$ cat src/sv/i2crs_pkg.sv
`timescale 1ns / 1ps
// ----------------------------------------------------------------------------
// i2crs_pkg
// Shared types and constants of the bus report sniffer.
// ----------------------------------------------------------------------------
package i2crs_pkg;

  // Sequencer states
  typedef enum logic [2:0] {
    ST_IDLE,
    ST_MERGE,
    ST_WALK,
    ST_DECIDE,
    ST_SPLIT,
    ST_EMIT_RD,
    ST_EMIT_LD
  } state_e;

  // Line sample codes, clock line in bit 1
  localparam logic [1:0] LINES_LOW_LOW   = 2'd0;
  localparam logic [1:0] LINES_LOW_HIGH  = 2'd1;
  localparam logic [1:0] LINES_HIGH_LOW  = 2'd2;
  localparam logic [1:0] LINES_HIGH_HIGH = 2'd3;

  localparam logic [6:0] DEV_ADDR_RESET = 7'h52;

  // Command bytes
  localparam logic [7:0] CMD_POLL      = 8'h00;
  localparam logic [7:0] CMD_UNLOCK_A  = 8'hF0;
  localparam logic [7:0] CMD_UNLOCK_B  = 8'h55;
  localparam logic [7:0] CMD_IDENT     = 8'hFA;
  localparam logic [7:0] CMD_KEY_A     = 8'h20;
  localparam logic [7:0] CMD_KEY_B     = 8'h30;
  localparam logic [7:0] CMD_BLOCK_LO  = 8'h40;
  localparam logic [7:0] CMD_BLOCK_HI  = 8'h46;
  localparam logic [7:0] CMD_BLOCK_KEY = 8'h4C;

  // Frame layout; entries 0 and 1 sit in registers, the rest in memory
  localparam int unsigned FRAME_LEN_LONG  = 51;
  localparam int unsigned FRAME_LEN_SHORT = 47;
  localparam int unsigned FMEM_DEPTH      = 49;
  localparam logic [7:0]  FRAME_TYPE_EXT  = 8'd3;
  localparam logic [5:0]  FADDR_LO        = 6'd0;   // frame entry 2
  localparam logic [5:0]  FADDR_HI        = 6'd12;  // frame entry 14
  localparam logic [5:0]  FADDR_KEY       = 6'd24;  // frame entry 26
  localparam logic [5:0]  FADDR_POLL      = 6'd32;  // frame entry 34

  // Frame memory access
  typedef struct packed {
    logic       we;
    logic [5:0] waddr;
    logic [7:0] wdata;
    logic       re;
    logic [5:0] raddr;
  } fmem_ctl_t;

endpackage

$ cat src/sv/i2crs_if.sv
`timescale 1ns / 1ps
`default_nettype none
// ----------------------------------------------------------------------------
// i2crs_if
// Valid/ready channels of the sniffer: line samples, report words, config.
// ----------------------------------------------------------------------------
interface i2crs_in_if;
  logic       valid;
  logic       ready;
  logic [1:0] bus_lines;
  modport source (output valid, output bus_lines, input ready);
  modport sink   (input valid, input bus_lines, output ready);
endinterface

interface i2crs_out_if;
  logic       valid;
  logic       ready;
  logic [7:0] frame_byte;
  logic       frame_last;
  modport source (output valid, output frame_byte, output frame_last, input ready);
  modport sink   (input valid, input frame_byte, input frame_last, output ready);
endinterface

interface i2crs_cfg_if;
  logic       valid;
  logic       ready;
  logic [6:0] device_address;
  modport source (output valid, output device_address, input ready);
  modport sink   (input valid, input device_address, output ready);
endinterface
`default_nettype wire

$ cat src/sv/i2crs_frame_store.sv
`timescale 1ns / 1ps
`default_nettype none
// ----------------------------------------------------------------------------
// i2crs_frame_store
// Report frame memory (entries 2..50) with per-entry valid bits so that
// unwritten entries read as zero after reset.
// ----------------------------------------------------------------------------
module i2crs_frame_store (
  input  wire logic                 clk_i,
  input  wire logic                 rst_ni,
  input  wire i2crs_pkg::fmem_ctl_t ctl_i,
  output logic [7:0]                rdata_o
);

  logic [7:0] mem [i2crs_pkg::FMEM_DEPTH];
  logic [i2crs_pkg::FMEM_DEPTH-1:0] valid_q;
  logic [7:0] rd_q;
  logic       rv_q;

  // Write and read the array
  always_ff @(posedge clk_i) begin
    if (ctl_i.we) begin
      mem[ctl_i.waddr] <= ctl_i.wdata;
    end
    if (ctl_i.re) begin
      rd_q <= mem[ctl_i.raddr];
    end
  end

  // Track written entries
  always_ff @(posedge clk_i or negedge rst_ni) begin
    if (!rst_ni) begin
      valid_q <= '0;
      rv_q    <= 1'b0;
    end else begin
      if (ctl_i.we) begin
        valid_q[ctl_i.waddr] <= 1'b1;
      end
      if (ctl_i.re) begin
        rv_q <= valid_q[ctl_i.raddr];
      end
    end
  end

  assign rdata_o = rv_q ? rd_q : 8'd0;

endmodule
`default_nettype wire

$ cat src/sv/i2c_controller_report_sniffer_top.sv
`timescale 1ns / 1ps
`default_nettype none
// ----------------------------------------------------------------------------
// i2c_controller_report_sniffer_top
// Passive bus watcher that rebuilds and sends the controller report frame.
// ----------------------------------------------------------------------------
// Usage:
//   in_chan_i carries one sample of the bus lines per word. A sample that is
//   no clocked bit and no stop is taken with the port left ready. For a
//   clocked bit the byte word is read from the byte memory, merged and
//   written back, and the port is held off meanwhile.
//   A stop walks the byte memory, one byte per cycle through its single read
//   port; report fields may then be rewritten as nibble entries of the frame
//   memory (up to 16 entries).
//   An accepted poll sends 47 or 51 words on out_chan_o, each fetched (from the
//   frame memory past entry 1) and then loaded; frame_last marks the final word.
//   The output word sits in a register: a stalled receiver holds the
//   sequencer, and samples are taken again once the last word is loaded.
//   cfg_chan_i writes the device address at any time; it is always ready.
//   Reset clears line history, flags, key data and the frame (valid bits);
//   the block takes samples from the first cycle after reset.
// ----------------------------------------------------------------------------
module i2c_controller_report_sniffer_top #(
  parameter int unsigned MAX_BYTES = 32
) (
  input  wire logic  clk_i,
  input  wire logic  rst_ni,
  i2crs_in_if.sink   in_chan_i,
  i2crs_out_if.source out_chan_o,
  i2crs_cfg_if.sink  cfg_chan_i
);

  localparam int unsigned AW = $clog2(MAX_BYTES);
  localparam int unsigned KW = $clog2(MAX_BYTES + 1);

  i2crs_pkg::state_e state_q, state_d;

  logic [6:0]    dev_addr_q;
  logic [1:0]    prev_q, prev_d;
  logic [KW-1:0] k_q, k_d;
  logic [3:0]    slot_q, slot_d;
  logic          bit_q, bit_d;
  logic          poll_q, poll_d, ident_q, ident_d, keycap_q, keycap_d;
  logic [7:0]    key_cnt_q, key_cnt_d;
  logic [7:0]    snap_q [8];
  logic [7:0]    snap_d [8];
  logic [7:0]    frame0_q, frame0_d, frame1_q, frame1_d;
  logic [7:0]    cap_q [9];
  logic [7:0]    cap_d [9];
  logic [KW-1:0] n_q, n_d, wk_q, wk_d, rd_idx_q, rd_idx_d;
  logic          rd_vld_q, rd_vld_d;
  logic          ack0_q, ack0_d, ack_fail_q, ack_fail_d;
  logic [5:0]    sp_dst_q, sp_dst_d;
  logic [3:0]    sp_src_q, sp_src_d;
  logic [5:0]    sp_end_q, sp_end_d;
  logic [5:0]    e_q, e_d;
  logic          emit_q, emit_d;
  logic          ov_q, ov_d, olast_q, olast_d;
  logic [7:0]    ob_q, ob_d;

  // Byte memory: {ack, data}
  logic [8:0]    bmem [MAX_BYTES];
  logic [8:0]    brd_q;
  logic          bre, bwe;
  logic [AW-1:0] braddr;
  logic [8:0]    bwdata;

  i2crs_pkg::fmem_ctl_t fctl;
  logic [7:0]    frd;

  // Sample decode
  logic       in_acc;
  logic [1:0] cur;
  logic       ev_start, ev_stop, ev_one, ev_zero, full;
  assign in_chan_i.ready = (state_q == i2crs_pkg::ST_IDLE);
  assign in_acc   = in_chan_i.valid && in_chan_i.ready;
  assign cur      = in_chan_i.bus_lines;
  assign ev_start = (prev_q == i2crs_pkg::LINES_HIGH_HIGH) && (cur == i2crs_pkg::LINES_HIGH_LOW);
  assign ev_stop  = (prev_q == i2crs_pkg::LINES_HIGH_LOW) && (cur == i2crs_pkg::LINES_HIGH_HIGH);
  assign ev_one   = (prev_q == i2crs_pkg::LINES_LOW_HIGH) && (cur == i2crs_pkg::LINES_HIGH_HIGH);
  assign ev_zero  = (prev_q == i2crs_pkg::LINES_LOW_LOW) && (cur == i2crs_pkg::LINES_HIGH_LOW);
  assign full     = (k_q == KW'(MAX_BYTES));

  assign cfg_chan_i.ready = 1'b1;

  // Transaction checks for the decision cycle
  logic       addr_ok, is_wr, zeros8, match8, emit_ok;
  logic [7:0] id_x, id_y, key_next;
  logic [5:0] frame_len;
  always_comb begin
    addr_ok = (cap_q[0][7:1] == dev_addr_q);
    is_wr   = !cap_q[0][0];
    zeros8  = 1'b1;
    match8  = 1'b1;
    for (int i = 1; i < 9; i++) begin
      if (cap_q[i] != 8'd0) zeros8 = 1'b0;
      if (cap_q[i] != snap_q[i-1]) match8 = 1'b0;
    end
    id_x = (n_q == KW'(7)) ? cap_q[5] : cap_q[7];
    id_y = (n_q == KW'(7)) ? cap_q[6] : cap_q[8];
    key_next = (key_cnt_q == 8'd254) ? 8'd0 : key_cnt_q + 8'd1;
    if (key_next == 8'd10) key_next = 8'd11;
    emit_ok = !((n_q == KW'(9)) && (zeros8 || match8));
    frame_len = (frame0_q == i2crs_pkg::FRAME_TYPE_EXT) ?
                6'(i2crs_pkg::FRAME_LEN_LONG) : 6'(i2crs_pkg::FRAME_LEN_SHORT);
  end

  // Next state
  always_comb begin
    state_d = state_q;
    unique case (state_q)
      i2crs_pkg::ST_IDLE: begin
        if (in_acc && ev_stop) state_d = i2crs_pkg::ST_WALK;
        else if (in_acc && (ev_one || ev_zero) && !full) state_d = i2crs_pkg::ST_MERGE;
      end
      i2crs_pkg::ST_MERGE: state_d = i2crs_pkg::ST_IDLE;
      i2crs_pkg::ST_WALK: begin
        if (wk_q == n_q && !rd_vld_q) state_d = i2crs_pkg::ST_DECIDE;
      end
      i2crs_pkg::ST_DECIDE: begin
        state_d = (sp_end_d != 6'd0) ? i2crs_pkg::ST_SPLIT : i2crs_pkg::ST_IDLE;
      end
      i2crs_pkg::ST_SPLIT: begin
        if (sp_end_q == 6'd0) state_d = i2crs_pkg::ST_IDLE;
        else if (e_q == sp_end_q) begin
          state_d = emit_q ? i2crs_pkg::ST_EMIT_RD : i2crs_pkg::ST_IDLE;
        end
      end
      i2crs_pkg::ST_EMIT_RD: state_d = i2crs_pkg::ST_EMIT_LD;
      i2crs_pkg::ST_EMIT_LD: begin
        if (!ov_q || out_chan_o.ready) begin
          state_d = (e_q == frame_len - 6'd1) ? i2crs_pkg::ST_IDLE : i2crs_pkg::ST_EMIT_RD;
        end
      end
      default: state_d = i2crs_pkg::ST_IDLE;
    endcase
  end

  // Datapath and memory control
  always_comb begin
    logic [7:0] sbyte;
    logic [3:0] sidx;
    prev_d = prev_q;  k_d = k_q;  slot_d = slot_q;  bit_d = bit_q;
    poll_d = poll_q;  ident_d = ident_q;  keycap_d = keycap_q;
    key_cnt_d = key_cnt_q;  frame0_d = frame0_q;  frame1_d = frame1_q;
    snap_d = snap_q;  cap_d = cap_q;
    n_d = n_q;  wk_d = wk_q;  rd_idx_d = rd_idx_q;  rd_vld_d = 1'b0;
    ack0_d = ack0_q;  ack_fail_d = ack_fail_q;
    sp_dst_d = sp_dst_q;  sp_src_d = sp_src_q;  sp_end_d = sp_end_q;
    e_d = e_q;  emit_d = emit_q;
    ov_d = ov_q && !out_chan_o.ready;  olast_d = olast_q;  ob_d = ob_q;
    bre = 1'b0;  bwe = 1'b0;  braddr = k_q[AW-1:0];  bwdata = brd_q;
    fctl = '0;
    sidx = 4'd0;  sbyte = 8'd0;
    case (state_q)
      // Decode a sample; start a merge or a walk
      i2crs_pkg::ST_IDLE: begin
        if (in_acc) begin
          prev_d = cur;
          bit_d  = ev_one;
          if (ev_start) begin
            k_d = '0;
            slot_d = 4'd0;
          end else if (ev_stop) begin
            slot_d = 4'd0;
            n_d = (k_q == '0) ? KW'(1) : k_q;
            wk_d = '0;
            ack_fail_d = 1'b0;
          end else if ((ev_one || ev_zero) && !full) begin
            bre = 1'b1;
          end
        end
      end
      // Merge the bit into the byte word and write it back
      i2crs_pkg::ST_MERGE: begin
        bwe = 1'b1;
        if (slot_q == 4'd8) begin
          bwdata[8] = bit_q;
          slot_d = 4'd0;
          k_d = k_q + KW'(1);
        end else begin
          bwdata[3'd7 - slot_q[2:0]] = bit_q;
          slot_d = slot_q + 4'd1;
        end
      end
      // Read all stored bytes; capture the head, check ACKs
      i2crs_pkg::ST_WALK: begin
        if (wk_q != n_q) begin
          bre = 1'b1;
          braddr = wk_q[AW-1:0];
          rd_vld_d = 1'b1;
          rd_idx_d = wk_q;
          wk_d = wk_q + KW'(1);
        end
        if (rd_vld_q) begin
          if (rd_idx_q < KW'(9)) cap_d[rd_idx_q[3:0]] = brd_q[7:0];
          if (rd_idx_q == '0) begin
            ack0_d = brd_q[8];
          end else if (cap_q[0][0] && rd_idx_q == n_q - KW'(1)) begin
            if (!brd_q[8]) ack_fail_d = 1'b1;
          end else if (brd_q[8]) begin
            ack_fail_d = 1'b1;
          end
        end
      end
      // Act on the finished transaction
      i2crs_pkg::ST_DECIDE: begin
        emit_d = 1'b0;
        sp_end_d = 6'd0;
        e_d = 6'd0;
        if (addr_ok) begin
          ident_d = 1'b0;
          poll_d = 1'b0;
          if (!ack0_q && !ack_fail_q) begin
            if (is_wr) begin
              if (n_q == KW'(2) && cap_q[1] == i2crs_pkg::CMD_POLL) begin
                poll_d = 1'b1;
              end else if (n_q == KW'(3) && cap_q[1] == i2crs_pkg::CMD_UNLOCK_A &&
                           cap_q[2] == i2crs_pkg::CMD_UNLOCK_B) begin
                frame1_d = 8'd255;
              end else if (n_q == KW'(2) && cap_q[1] == i2crs_pkg::CMD_IDENT) begin
                ident_d = 1'b1;
              end else if (n_q == KW'(2) && (cap_q[1] == i2crs_pkg::CMD_KEY_A ||
                                             cap_q[1] == i2crs_pkg::CMD_KEY_B)) begin
                keycap_d = 1'b1;
              end else if (n_q == KW'(8) && cap_q[1] == i2crs_pkg::CMD_BLOCK_LO) begin
                sp_dst_d = i2crs_pkg::FADDR_LO;  sp_src_d = 4'd2;  sp_end_d = 6'd12;
              end else if (n_q == KW'(8) && cap_q[1] == i2crs_pkg::CMD_BLOCK_HI) begin
                sp_dst_d = i2crs_pkg::FADDR_HI;  sp_src_d = 4'd2;  sp_end_d = 6'd12;
              end else if (n_q == KW'(6) && cap_q[1] == i2crs_pkg::CMD_BLOCK_KEY) begin
                sp_dst_d = i2crs_pkg::FADDR_KEY;  sp_src_d = 4'd2;  sp_end_d = 6'd8;
                key_cnt_d = key_next;
                frame1_d = key_next;
              end
            end else if (keycap_q && n_q == KW'(9)) begin
              snap_d[7] = cap_q[1];
              for (int i = 0; i < 7; i++) snap_d[i] = cap_q[i+2];
              keycap_d = 1'b0;
            end else if (ident_q && (n_q == KW'(7) || n_q == KW'(9))) begin
              if (id_x == 8'd0 && id_y == 8'd0) frame0_d = 8'd0;
              else if (id_x == 8'd1 && id_y == 8'd1) frame0_d = 8'd1;
              else frame0_d = 8'd2;
            end else if (poll_q && n_q >= KW'(7) && emit_ok) begin
              emit_d = 1'b1;
              sp_dst_d = i2crs_pkg::FADDR_POLL;
              if (n_q == KW'(11)) begin
                frame0_d = i2crs_pkg::FRAME_TYPE_EXT;
                sp_src_d = 4'd1;  sp_end_d = 6'd16;
              end else begin
                sp_src_d = (n_q == KW'(22)) ? 4'd3 : 4'd1;
                sp_end_d = 6'd12;
              end
            end
          end
        end
      end
      // Write nibble entries, one per cycle
      i2crs_pkg::ST_SPLIT: begin
        if (e_q != sp_end_q) begin
          sidx = sp_src_q + {1'b0, e_q[3:1]};
          sbyte = cap_q[sidx];
          fctl.we = 1'b1;
          fctl.waddr = sp_dst_q + e_q;
          fctl.wdata = e_q[0] ? {sbyte[3:0], 4'd0} : {sbyte[7:4], 4'd0};
          e_d = e_q + 6'd1;
        end else begin
          e_d = 6'd0;
        end
      end
      // Fetch the next frame entry
      i2crs_pkg::ST_EMIT_RD: begin
        fctl.re = (e_q >= 6'd2);
        fctl.raddr = e_q - 6'd2;
      end
      // Load the output word when free
      i2crs_pkg::ST_EMIT_LD: begin
        if (!ov_q || out_chan_o.ready) begin
          ov_d = 1'b1;
          ob_d = (e_q == 6'd0) ? frame0_q : ((e_q == 6'd1) ? frame1_q : frd);
          olast_d = (e_q == frame_len - 6'd1);
          e_d = e_q + 6'd1;
        end
      end
      default: ;
    endcase
  end

  // Byte memory
  always_ff @(posedge clk_i) begin
    if (bwe) bmem[k_q[AW-1:0]] <= bwdata;
    if (bre) brd_q <= bmem[braddr];
  end

  i2crs_frame_store u_frame_store (
    .clk_i   (clk_i),
    .rst_ni  (rst_ni),
    .ctl_i   (fctl),
    .rdata_o (frd)
  );

  // Control and state registers
  always_ff @(posedge clk_i or negedge rst_ni) begin
    if (!rst_ni) begin
      state_q    <= i2crs_pkg::ST_IDLE;
      dev_addr_q <= i2crs_pkg::DEV_ADDR_RESET;
      prev_q     <= i2crs_pkg::LINES_HIGH_HIGH;
      k_q        <= '0;
      slot_q     <= 4'd0;
      poll_q     <= 1'b0;
      ident_q    <= 1'b0;
      keycap_q   <= 1'b0;
      key_cnt_q  <= 8'd0;
      frame0_q   <= 8'd0;
      frame1_q   <= 8'd0;
      for (int i = 0; i < 8; i++) snap_q[i] <= 8'd0;
      rd_vld_q   <= 1'b0;
      wk_q       <= '0;
      n_q        <= '0;
      e_q        <= 6'd0;
      emit_q     <= 1'b0;
      sp_end_q   <= 6'd0;
      ov_q       <= 1'b0;
    end else begin
      state_q    <= state_d;
      if (cfg_chan_i.valid) dev_addr_q <= cfg_chan_i.device_address;
      prev_q     <= prev_d;
      k_q        <= k_d;
      slot_q     <= slot_d;
      poll_q     <= poll_d;
      ident_q    <= ident_d;
      keycap_q   <= keycap_d;
      key_cnt_q  <= key_cnt_d;
      frame0_q   <= frame0_d;
      frame1_q   <= frame1_d;
      snap_q     <= snap_d;
      rd_vld_q   <= rd_vld_d;
      wk_q       <= wk_d;
      n_q        <= n_d;
      e_q        <= e_d;
      emit_q     <= emit_d;
      sp_end_q   <= sp_end_d;
      ov_q       <= ov_d;
    end
  end

  // Payload registers
  always_ff @(posedge clk_i) begin
    bit_q      <= bit_d;
    cap_q      <= cap_d;
    rd_idx_q   <= rd_idx_d;
    ack0_q     <= ack0_d;
    ack_fail_q <= ack_fail_d;
    sp_dst_q   <= sp_dst_d;
    sp_src_q   <= sp_src_d;
    ob_q       <= ob_d;
    olast_q    <= olast_d;
  end

  assign out_chan_o.valid      = ov_q;
  assign out_chan_o.frame_byte = ob_q;
  assign out_chan_o.frame_last = olast_q;

endmodule
`default_nettype wire

$ cat src/flat_wrapper.sv
// flat-port wrapper written by rule: the top's interface ports become plain ports
module i2c_controller_report_sniffer_top_flat 
#(
  parameter int unsigned MAX_BYTES = 32
)
  (clk_i, rst_ni, in_chan_i_valid, in_chan_i_bus_lines, in_chan_i_ready, out_chan_o_valid, out_chan_o_frame_byte, out_chan_o_frame_last, out_chan_o_ready, cfg_chan_i_valid, cfg_chan_i_device_address, cfg_chan_i_ready);
  i2crs_in_if in_chan_i_i ();
  i2crs_out_if out_chan_o_i ();
  i2crs_cfg_if cfg_chan_i_i ();
  input  wire logic clk_i;
  input  wire logic rst_ni;
  input wire logic [$bits(in_chan_i_i.valid)-1:0] in_chan_i_valid;
  input wire logic [$bits(in_chan_i_i.bus_lines)-1:0] in_chan_i_bus_lines;
  output wire logic [$bits(in_chan_i_i.ready)-1:0] in_chan_i_ready;
  output wire logic [$bits(out_chan_o_i.valid)-1:0] out_chan_o_valid;
  output wire logic [$bits(out_chan_o_i.frame_byte)-1:0] out_chan_o_frame_byte;
  output wire logic [$bits(out_chan_o_i.frame_last)-1:0] out_chan_o_frame_last;
  input wire logic [$bits(out_chan_o_i.ready)-1:0] out_chan_o_ready;
  input wire logic [$bits(cfg_chan_i_i.valid)-1:0] cfg_chan_i_valid;
  input wire logic [$bits(cfg_chan_i_i.device_address)-1:0] cfg_chan_i_device_address;
  output wire logic [$bits(cfg_chan_i_i.ready)-1:0] cfg_chan_i_ready;
  assign in_chan_i_i.valid = in_chan_i_valid;
  assign in_chan_i_i.bus_lines = in_chan_i_bus_lines;
  assign in_chan_i_ready = in_chan_i_i.ready;
  assign out_chan_o_valid = out_chan_o_i.valid;
  assign out_chan_o_frame_byte = out_chan_o_i.frame_byte;
  assign out_chan_o_frame_last = out_chan_o_i.frame_last;
  assign out_chan_o_i.ready = out_chan_o_ready;
  assign cfg_chan_i_i.valid = cfg_chan_i_valid;
  assign cfg_chan_i_i.device_address = cfg_chan_i_device_address;
  assign cfg_chan_i_ready = cfg_chan_i_i.ready;
  i2c_controller_report_sniffer_top #(.MAX_BYTES(MAX_BYTES)) u_core (.clk_i(clk_i), .rst_ni(rst_ni), .in_chan_i(in_chan_i_i), .out_chan_o(out_chan_o_i), .cfg_chan_i(cfg_chan_i_i));
endmodule
$ cat config.mk
export PLATFORM = sky130hd
export DESIGN_NAME = i2c_controller_report_sniffer_top_flat
export DESIGN_NICKNAME = d
export VERILOG_FILES = /design/src/sv/i2crs_pkg.sv /design/src/sv/i2crs_if.sv /design/src/sv/i2crs_frame_store.sv /design/src/sv/i2c_controller_report_sniffer_top.sv /design/src/flat_wrapper.sv
export SDC_FILE = /design/constraint.sdc
export NUM_CORES = 1
export LEC_CHECK = 0
export ABC_AREA = 1
export BUFFER_PORTS_ARGS = -buffer_cell sky130_fd_sc_hd__buf_4
export CORE_MARGIN = 1.5
export CORE_UTILIZATION = 55
export DETAILED_ROUTE_END_ITERATION = 16
export PLACE_DENSITY = 0.73
export SYNTH_ARGS = -nofsm -noshare
export SYNTH_HDL_FRONTEND = slang
export SYNTH_SLANG_ARGS = --single-unit
export TNS_END_PERCENT = 50
$ cat constraint.sdc
create_clock -name clk_i -period 7.7 [get_ports clk_i]
set_input_delay 1.54 -clock clk_i [delete_from_list [all_inputs] [get_ports clk_i]]
set_output_delay 1.54 -clock clk_i [all_outputs]
set_load 0.03 [all_outputs]
* Word level (Yosys, flattened, before mapping)
Memory sizes are Yosys's and may differ from the RTL's. A register that Yosys moved wholly into a read port is not among the register bits. Cells that the tools add are included.
Word-level totals: bits in latches 0, bits in writable memories 680, memories kept 2, output and inout port bits 12, flip-flop bits (word level) 290, word-level logic and storage cells 413, bits in read-only memories 0
Memories:
- u_core.u_frame_store.mem | depth 49, width 8, rd ports 1, clocked after memory_dff 1, write ports 1, RTL line i2crs_frame_store.sv:15 | logic [7:0] mem [i2crs_pkg::FMEM_DEPTH];
- u_core.bmem | depth 32, width 9, rd ports 1, clocked after memory_dff 1, write ports 1, RTL line i2c_controller_report_sniffer_top.sv:62 | logic [8:0] bmem [MAX_BYTES];
Operators by class: multiply operators 0, add/subtract/negate cells 11, multiplexer cells 167, shift-type cells 0, reduce and logical (&&, ||, !) cells 88, div/mod/pow operators 0, order comparisons 11, equality and inequality tests 77, bitwise gates (word level) 12
Operator list (count):
- 6-bit two-way mux | 34
- 8-bit two-way mux | 22
- 72-bit bitwise mux | 1
- 4-bit two-way mux | 17
- 8-bit != test | 8
- 8-bit nonzero test | 8
- 1-bit two-way mux | 61
- 49-bit OR | 1
- 8-bit binary-select mux with 4-bit select | 1
- 8-bit demux with 4-bit select | 1
- 8-bit by 7-bit == test with 1-bit output (second input constant) | 4
- 1-bit logical AND | 31
- 15-bit two-way mux | 2
- 3-bit two-way mux | 9
- 2-bit by 1-bit != test with 1-bit output (second input constant) | 13
- 6-bit == test | 4
- 8-bit == test (second input constant) | 3
- 6-bit logical NOT | 4
- 8-bit logical NOT | 3
- 6-bit one-hot mux with 2 select lines | 2
- 11-bit AND reduction | 2
- 5-bit two-way mux | 4
- 6-bit by 1-bit adder with 6-bit output (second input constant) | 3
- 6-bit by 4-bit == test with 1-bit output (second input constant) | 3
- other kinds (64) | 125

* Depth between registers and ports, before layout
depth after elaboration 23, mapped depth 19

* Cells and area by module
From an unflattened synthesis, not the netlist that was laid out.
Second synthesis, totals: cells, all modules 4111, area total of the unflattened synthesis 43021.3 um^2
Modules (own cells, without submodules):
- i2c_controller_report_sniffer_top | sequential area each 15160.8 um^2, area an instance 24569.8 um^2, cells each 2503, times used 1
- i2crs_frame_store | sequential area each 13262.7 um^2, area an instance 18451.4 um^2, cells each 1608, times used 1

* Least setup slack after synthesis
OpenSTA, ideal clock, no wires.
kind register to register, start register u_core.e_q[1], end memory u_core.u_frame_store.mem[0][7], data pin, buffers on the path 1, period minus slack after synthesis 7.277 ns, path slack 0.423 ns, arrival 6.241 ns, cell stages (with the launch flop) 10, cells stage by stage dfrtp_1 ha_1 fa_1 clkbuf_1 inv_1 o21ai_0 a21oi_1 o21ai_0 a21oi_1 a2111oi_0
RTL lines:
- from (decl) | RTL line i2c_controller_report_sniffer_top.sv:56 | logic [5:0] e_q, e_d;
- from (signal assigned) | RTL line i2c_controller_report_sniffer_top.sv:319 | e_q <= 6'd0;
- from (signal assigned) | RTL line i2c_controller_report_sniffer_top.sv:339 | e_q <= e_d;
- to (decl) | RTL line i2crs_frame_store.sv:15

==> impl_metrics.tcl <==
set metrics [dict create \
    maxCapViolCount 0 \
    gr-usage-met3 0.0416 \
    cp-end-kind "register" \
    dp_hpwl_um 51800 \
    vias 24700 \
    grt_pass1_vias 23500 \
    r2r-end "u_core.u_frame_store.mem[33][7]" \
    hp-class "reg2reg" \
    start_util 0.555 \
    cts.repair_timing.setup_buffer_count 0 \
    synth_area_per_cell_um2 10.2 \
    cts.sinks 777 \
    p_int_mw 8.37 \
    path_class "reg2reg" \
    slew_violations 0 \
    p_switching_mw 4.76 \
    yosysTopAreaCell "edfxtp_1" \
    setup-tns-final_ns 0 \
    mostFrequentLayoutCell "nand2_1" \
    power_frac_seq 0.402 \
    met2_usage 0.422 \
    tritoncts "built" \
    p_sw_frac 0.362 \
    r2r_slack_ns 3.57 \
    leakage_nw 14.6 \
    gp_congestion 0.895 \
    gr-usage-all-layers 0.262 \
    synthCells 3420 \
    r2r_cells 9 \
    wirelength_um 84300 \
    period_needed_ns 4.13 \
    grt_pass1_wl_um 131000 \
    ant_nets 0 \
    yosysSeqAreaShare 0.642 \
    yosys.cell_types.count 64 \
    multi_input_area_mm2 0.0106 \
    ir_drop_mv 0.368 \
    insertion_delay_ns 0.64 \
    ctsHoldBuffers 0 \
    clkPwrFrac 0.297 \
    die_width_um 255 \
    ios 26 \
    syn_to_final_growth_pct 10.0 \
    grt.overflow.total 0 \
    use_met1 0.367 \
    yosys.area.top_type_share 0.510 \
    rows 92 \
    via_per_inst 5.70 \
    cp.arrival_ns 4.49 \
    clk_pin_slew_ns 0.06 \
    fillers 5036 \
    p_total_mw 13.1 \
    p_comb_frac 0.301 \
    post_cts_resized 0 \
    first_iter_violations 2703 \
    crit_required_ns 8.06 \
    coreArea_mm2 0.0630 \
    root_buffer "clkbuf_16" \
    startpoint_type "register" \
    hold_viol_final 0 \
    cts_buffer_depth 3 \
    io_buffers 24 \
    final_cell_mix "750 x nand2_1, 593 x edfxtp_1, 404 x nor2_1, 312 x inv_1, 297 x o21ai_0" \
    ys_seq_elements 777 \
    cts_made_buffers 82 \
    finalSetupViolCount 0 \
    rsz0062_at_grt "no" \
    die-area_mm2 0.0650 \
    holdPathStages 2 \
    wl_per_cell_um 19.5 \
    grt_most_used_layer "met2" \
    grt_max_degree 127 \
    synth_area_leaders "edfxtp_1 51%, dfrtp_1 13%, nand2_1 8.1%, nor2_1 4.4%, o21ai_0 4.3%" \
    drive_above_1_share 0.0686 \
    synth_edf_count 593 \
    die_h_um 255 \
    worstHoldStart "u_core.u_frame_store.valid_q[41]" \
    fin_skew_ns 0.0362 \
    drtPass1Iterations 6 \
    yosys_most_used_dff "edfxtp_1" \
    synthesis.area_mm2 0.0349 \
    crit_fanout 49 \
    power_density_mw_per_mm2 342 \
    worstReg2RegStart "u_core.e_q[1]" \
    clock.fmax_mhz 242 \
    nNetsFinal 3456 \
    finalCritPeriodShare 0.537 \
    worst_slew_pin_slew_ns 1.24 \
    seq_area_mm2 0.0224 \
    maxSlewHeadroom 0.174 \
    ys_warn_count 0 \
    synth_nets 3462 \
    h-tree-depth 3 \
    async_flop_share 0.237 \
    drc 0 \
    antenna_found_initial 2 \
    hold_path_end "u_core.u_frame_store.valid_q[41]" \
    outcome "complete, no violations" \
]
## cell type report
cell class                 instances  share of cell area
sequential                       777               0.583
multi-input combinational       2168               0.276
clock buffer                     121              0.0604
inverter                         327              0.0321
tap                              846              0.0275
timing repair buffer              58              0.0115
clock inverter                    31             0.00863
antenna                            1           0.0000651
## worst max-delay path, stage by stage, from the launching register on
cell       delay, ns
dfrtp_1         0.54
ha_1            0.31
fa_1            0.98
inv_1           0.46
a21oi_1         0.23
o21ai_0         0.15
o21ai_0         0.11
o21ai_0         0.13
a2111oi_2       0.39
buf_4           0.52
## state kept, by name, summed over array words and instances, names as in the netlist, 6 cells and up
signal	count
u_core.bmem	288
u_core.u_frame_store.mem	196
u_core.cap_q	72
u_core.snap_q	64
u_core.u_frame_store.valid_q	49
u_core.brd_q	9
u_core.frame1_q	8
u_core.key_cnt_q	8
u_core.out_chan_o.frame_byte	8
u_core.dev_addr_q	7
u_core.e_q	6
u_core.k_q	6
u_core.n_q	6
u_core.rd_idx_q	6
u_core.sp_end_q	6
u_core.wk_q	6
## logic make-up (layout without fill, tap and decap cells)
kind of cell | after synthesis | count (layout) | share of synthesized area
adder cells (fa/ha/maj) | 28 | 28 | 0.0105
other | 1 | 2 | 0.000107
flip-flops | 777 | 777 | 0.642
multiplexers | 11 | 11 | 0.00340
AND/OR/NAND/NOR | 1491 | 1491 | 0.178
buffers and inverters | 475 | 537 | 0.0562
XOR/XNOR | 35 | 35 | 0.00878
AO/OA/AOI/OAI | 602 | 602 | 0.101
## power groups by stage
stage | clock [mW] | combinational [mW] | sequential, mW
CTS | 3.94 | 3.93 | 5.27
floorplan | 0 | 2.90 | 5.19
global placement | 0 | 3.83 | 5.34
detailed placement | 0 | 3.88 | 5.35
finish | 3.90 | 3.95 | 5.27
global route | 4.10 | 4.35 | 5.29
## synth_stat cells (14+ instances only)
master	number
a21o_1	19
a21oi_1	97
buf_2	38
clkbuf_1	78
dfrtp_1	179
edfxtp_1	593
ha_1	26
inv_1	312
nand2_1	750
nand3_1	213
nand4_1	22
nor2_1	406
nor3_1	24
nor4_1	14
o211ai_1	106
o21ai_0	297
o22ai_1	16
or2_1	19
xor2_1	22
## metrics by stage
step                setup WS, ns  cells   util  instance area [um^2]  hold WS (ns)
floorplan                  0.423   3420      -                 34900         0.424
global placement            3.74   4176  0.568                 35800         0.438
detailed placement          3.67   4176  0.568                 35800         0.446
CTS                         3.66   4328  0.610                 38400         0.458
global route                3.38   4329  0.610                 38400         0.474
finish                      3.57   4329  0.610                 38400         0.457
## how the worst max path moves through the flow
stage              startpoint                         endpoint
6_report        u_core.e_q[1]  u_core.u_frame_store.mem[33][7]
5_1_grt        u_core.wk_q[1]                  u_core.brd_q[4]
4_1_cts         u_core.e_q[1]   u_core.u_frame_store.mem[4][7]
3_5_place_dp    u_core.e_q[1]  u_core.u_frame_store.mem[22][7]
3_3_place_gp    u_core.e_q[1]  u_core.u_frame_store.mem[22][7]
2_1_floorplan   u_core.e_q[1]   u_core.u_frame_store.mem[0][7]
## per-layer routing
layer / vias up / part of all wire
li1: 11700 / -
met1: 11800 / 0.42
met2: 1015 / 0.47
met3: 177 / 0.078
met4: 0 / 0.027
met5: - / 0
No activity file was read; power rests on OpenSTA's default activity.
